### src/rtl/core/ising_lattice_monte_carlo_unit_macros.svh
// Assertion macros for the Ising lattice Monte Carlo unit.
`ifndef ISING_LATTICE_MONTE_CARLO_UNIT_MACROS_SVH
`define ISING_LATTICE_MONTE_CARLO_UNIT_MACROS_SVH
`ifndef SYNTH
// Check an implication on every clock edge outside reset.
`define ILMC_ASSERT(lbl, prop) \
  lbl: assert property (@(posedge clk_i) disable iff (!rst_ni) prop) \
    else $error("ilmc assertion failed");
// Check that a condition never holds outside reset.
`define ILMC_ASSERT_NEVER(lbl, cond) \
  lbl: assert property (@(posedge clk_i) disable iff (!rst_ni) !(cond)) \
    else $error("ilmc forbidden condition");
`else
`define ILMC_ASSERT(lbl, prop)
`define ILMC_ASSERT_NEVER(lbl, cond)
`endif
`endif

### src/rtl/core/ilmc_pkg.sv
// Types and constants shared by the Ising lattice Monte Carlo unit.
package ilmc_pkg;

  localparam int CountW = 15;
  localparam int ThW    = 16;
  localparam int CfgIdxW = 3;
  localparam int CfgW   = 32;

  localparam logic [31:0] SEED_DEFAULT = 32'd2463534242;

  // operation codes
  localparam logic [1:0] OP_MOVE  = 2'd0;
  localparam logic [1:0] OP_READ  = 2'd1;
  localparam logic [1:0] OP_WRITE = 2'd2;

  // configuration register indexes
  localparam logic [CfgIdxW-1:0] CFG_MODE   = 3'd0;
  localparam logic [CfgIdxW-1:0] CFG_BOND   = 3'd1;
  localparam logic [CfgIdxW-1:0] CFG_ALOW   = 3'd2;
  localparam logic [CfgIdxW-1:0] CFG_AHIGH  = 3'd3;
  localparam logic [CfgIdxW-1:0] CFG_SEED   = 3'd4;

  // neighbour directions; done marks a finished stack entry
  localparam logic [2:0] DIR_UP    = 3'd0;
  localparam logic [2:0] DIR_DOWN  = 3'd1;
  localparam logic [2:0] DIR_LEFT  = 3'd2;
  localparam logic [2:0] DIR_RIGHT = 3'd3;
  localparam logic [2:0] DIR_DONE  = 3'd4;

  typedef enum logic [3:0] {
    S_IDLE,
    S_SITE,
    S_W_NB,
    S_W_POP,
    S_W_CHK,
    S_M_RD,
    S_M_ACC,
    S_M_LIM,
    S_M_DEC,
    S_DONE
  } state_e;

  typedef struct packed {
    logic        step;
    logic        load;
    logic [31:0] seed;
  } rng_ctrl_t;

endpackage

### src/rtl/core/ilmc_rng.sv
// Xorshift32 generator that yields one 16-bit draw per step.
module ilmc_rng
  import ilmc_pkg::*;
(
  input  logic          clk_i,
  input  logic          rst_ni,
  input  rng_ctrl_t     ctrl_i,
  output logic [ThW-1:0] draw_o
);

  logic [31:0] x_q, x_d, s1, s2;

  // next generator value
  always_comb begin
    s1   = x_q ^ (x_q << 13);
    s2   = s1 ^ (s1 >> 17);
    x_d  = s2 ^ (s2 << 5);
  end

  assign draw_o = x_d[31:16];

  // load seed or advance
  always_ff @(posedge clk_i or negedge rst_ni) begin
    if (!rst_ni) begin
      x_q <= SEED_DEFAULT;
    end else if (ctrl_i.load) begin
      x_q <= (ctrl_i.seed == 32'd0) ? SEED_DEFAULT : ctrl_i.seed;
    end else if (ctrl_i.step) begin
      x_q <= x_d;
    end
  end

endmodule

### config.mk
export PLATFORM = sky130hd
export DESIGN_NAME = ilmc_rng
export DESIGN_NICKNAME = d
export VERILOG_FILES = /design/src/rtl/core/ising_lattice_monte_carlo_unit_macros.svh /design/src/rtl/core/ilmc_pkg.sv /design/src/rtl/core/ilmc_rng.sv
export SDC_FILE = /design/constraint.sdc
export NUM_CORES = 1
export LEC_CHECK = 0
export ABC_AREA = 1
export BUFFER_PORTS_ARGS = -buffer_cell sky130_fd_sc_hd__clkbuf_2
export CORE_UTILIZATION = 40
export DETAILED_ROUTE_END_ITERATION = 8
export SLEW_MARGIN = 20
export SYNTH_ARGS = -nofsm -noshare
export SYNTH_HDL_FRONTEND = slang
export SYNTH_SLANG_ARGS = --single-unit
export TNS_END_PERCENT = 30
### constraint.sdc
create_clock -name clk_i -period 3.4 [get_ports clk_i]
set_clock_uncertainty 0.15 [all_clocks]
set_input_delay 0.68 -clock clk_i [delete_from_list [all_inputs] [get_ports clk_i]]
set_output_delay 0.68 -clock clk_i [all_outputs]
set_load 0.02 [all_outputs]
==> metrics <==
Top reg by flops=x_q; synth-to-layout area growth=15.3%; final hold violations=0; Synth area leaders=nand2_1 (19%), dfrtp_1 (18%), dfstp_2 (15%); Post-synth EDFFs=0; row count=28; HP Class=in2async; Synth cell types=31; diode count=0; Final GP Congestion=0.856; Worst Path Arrival=1.62 ns; CP Launch Point=x_q[5]$_DFFE_PN1P_; Synth top area share=18.8%; DR DRC count=0; reg2reg start=x_q[5]$_DFFE_PN1P_; Crit Path Category=reg2out; Syn Nets=414; FFs w/ async S/R, synth=100%; Lkg Pwr=1.52 nW; maximum root-to-sink buffer count=2; Synth Warn #=0; Clock Latency Late Sink=0.29 ns; synthesized area=0.00250 mm²; Final #Nets=463; grt total ovfl=0; Max-Slew Margin vs Limit=42.3%; Design Power=2.28 mW; CTS sink cnt=32; setup TNS=0 ns; # port buffers=51; ANT nets after route=0; height of the die=81.0 µm; wire per inst=14.6 µm; Die Wd=81.0 µm; setup violators final=0; setup bufs post-CTS=0; largest registers=x_q (32); DRT Wirelength=7340 µm; commonest register cell after synthesis=dfrtp_1; Root Driver=clkbuf_8; DR vias=2568; Seq/Total Area, Yosys=32.7%; total global-route track usage=24.3%; post-route minimum period=2.45 ns; cts hold-fix bufs=0; synth cell count leaders=nand2_1 (125), nor2_1 (58), inv_1 (33); drt first pass iters=4; CTS tree=done; via density per instance=5.11; final std cells w/o fill=503; outcome=complete, no violations; I/O Pins=52; pin count of the biggest net entering global routing=33; period utilisation layout=72.0%; Starting Density=42.0%; Worst Setup End Kind=primary output; DP Area=0.00280 mm²; Critical Path Start Type=flop; fmax=0.409 GHz; Slew Viols, Final=0; peak supply drop=0.325 mV; post-CTS sizing=0; placed insts=495; Syn Area/Cell=6.61 µm²; first-pass GRT wire length=11700 µm; area leader, netlist=nand2_1; dominant cell by count in the synthesized netlist=nand2_1; share of layout cells above drive strength 1=23.1%; Post-DP HPWL=5730 µm; Yosys reg bits=32; Reg clk slew, reported paths=0.07 ns; RSZ-0062 raised after global routing=false; Critical Path RT=2.57 ns; Max-Cap Viols=0; total CTS buffers=5; power per cell area=792 mW/mm²; final instance area=0.00288 mm²; vias in the first global route=2398; area of the core=0.00596 mm²; crit path max fanout=4; count of mapped cells out of synthesis=378; die area=0.00657 mm²; Largest register FFs=32; initial antenna violation count=0; initial drt markers=228; CTS H-tree lvls=2; Tightest Pin Transition=0.866 ns
[layout by cell type (no fill, tap or decap), types with 2 or more instances in the layout]
cell type	n
or2_2	2
inv_2	7
xnor2_1	4
xor2_2	3
xor2_1	11
nand2_2	7
inv_1	33
o21ai_0	16
o22ai_1	10
dfstp_2	14
clkbuf_1	2
clkbuf_2	51
dfrtp_1	18
or2_1	2
a22oi_1	10
a21oi_1	4
clkbuf_8	5
nand3b_1	2
xnor2_2	3
nand3_1	31
nor2_1	58
nand2_1	125
[final timing paths]
check                      cells past startpoint                  end  slack (ns)
max in group asynchronous                      1  x_q[14]$_DFFE_PN0P_        2.21
min reg2reg                                    2  x_q[18]$_DFFE_PN1P_        0.34
max                                            6            draw_o[2]        0.95
max reg2reg                                    7   x_q[6]$_DFFE_PN0P_        1.77
min                                            1   x_q[9]$_DFFE_PN0P_        0.34
min in group clk_i                             2  x_q[18]$_DFFE_PN1P_        0.34
[power by group]
group          total (mW)  internal (mW)  switching [mW]  leakage [nW]
combinational        1.36          0.469           0.894          1.12
clock               0.294          0.144           0.150        0.0422
sequential          0.626          0.510           0.115         0.355
total                2.28           1.12            1.16          1.52
[cells by family after synthesis]
kind of cell | count (synthesis) | synth area share [%]
AND/OR/NAND/NOR | 232 | 38.9
AO/OA/AOI/OAI | 41 | 9.71
buffers and inverters | 51 | 8.41
XOR/XNOR | 22 | 10.3
flip-flops | 32 | 32.7
[worst max-delay path, stage by stage (launching register included)]
cell and delay, ns:
dfstp_2 0.54, inv_1 0.06, nand2_1 0.06, nand2_1 0.16
nand3b_1 0.25, nand2_1 0.10, clkbuf_2 0.16
[through the flow]
step	worst slack (ns)	hold slack (ns)	util, %
6_report	0.953	0.342	48.4
3_3_place_gp	0.996	0.329	47.0
4_1_cts	0.949	0.343	48.4
2_1_floorplan	1.40	0.234	-
3_5_place_dp	0.939	0.332	47.0
5_1_grt	0.861	0.371	48.4
[layer usage]
layer / share of wire (%) / GRT usage, %
met5: 0 / 0
met4: 0.93 / 6.25
met3: 7.1 / 5.06
met2: 47 / 40.8
met1: 45 / 31.8
[layout make-up]
cell class / instances / area [µm²]
Fill cell: 654 / 3080
Multi-Input combinational cell: 295 / 1470
Sequential cell: 32 / 818
Timing Repair Buffer: 52 / 263
Inverter: 41 / 154
Tap cell: 75 / 93.8
Clock buffer: 7 / 76.3
Clock inverter: 1 / 5.00
No activity file was read; power rests on OpenSTA's default activity.
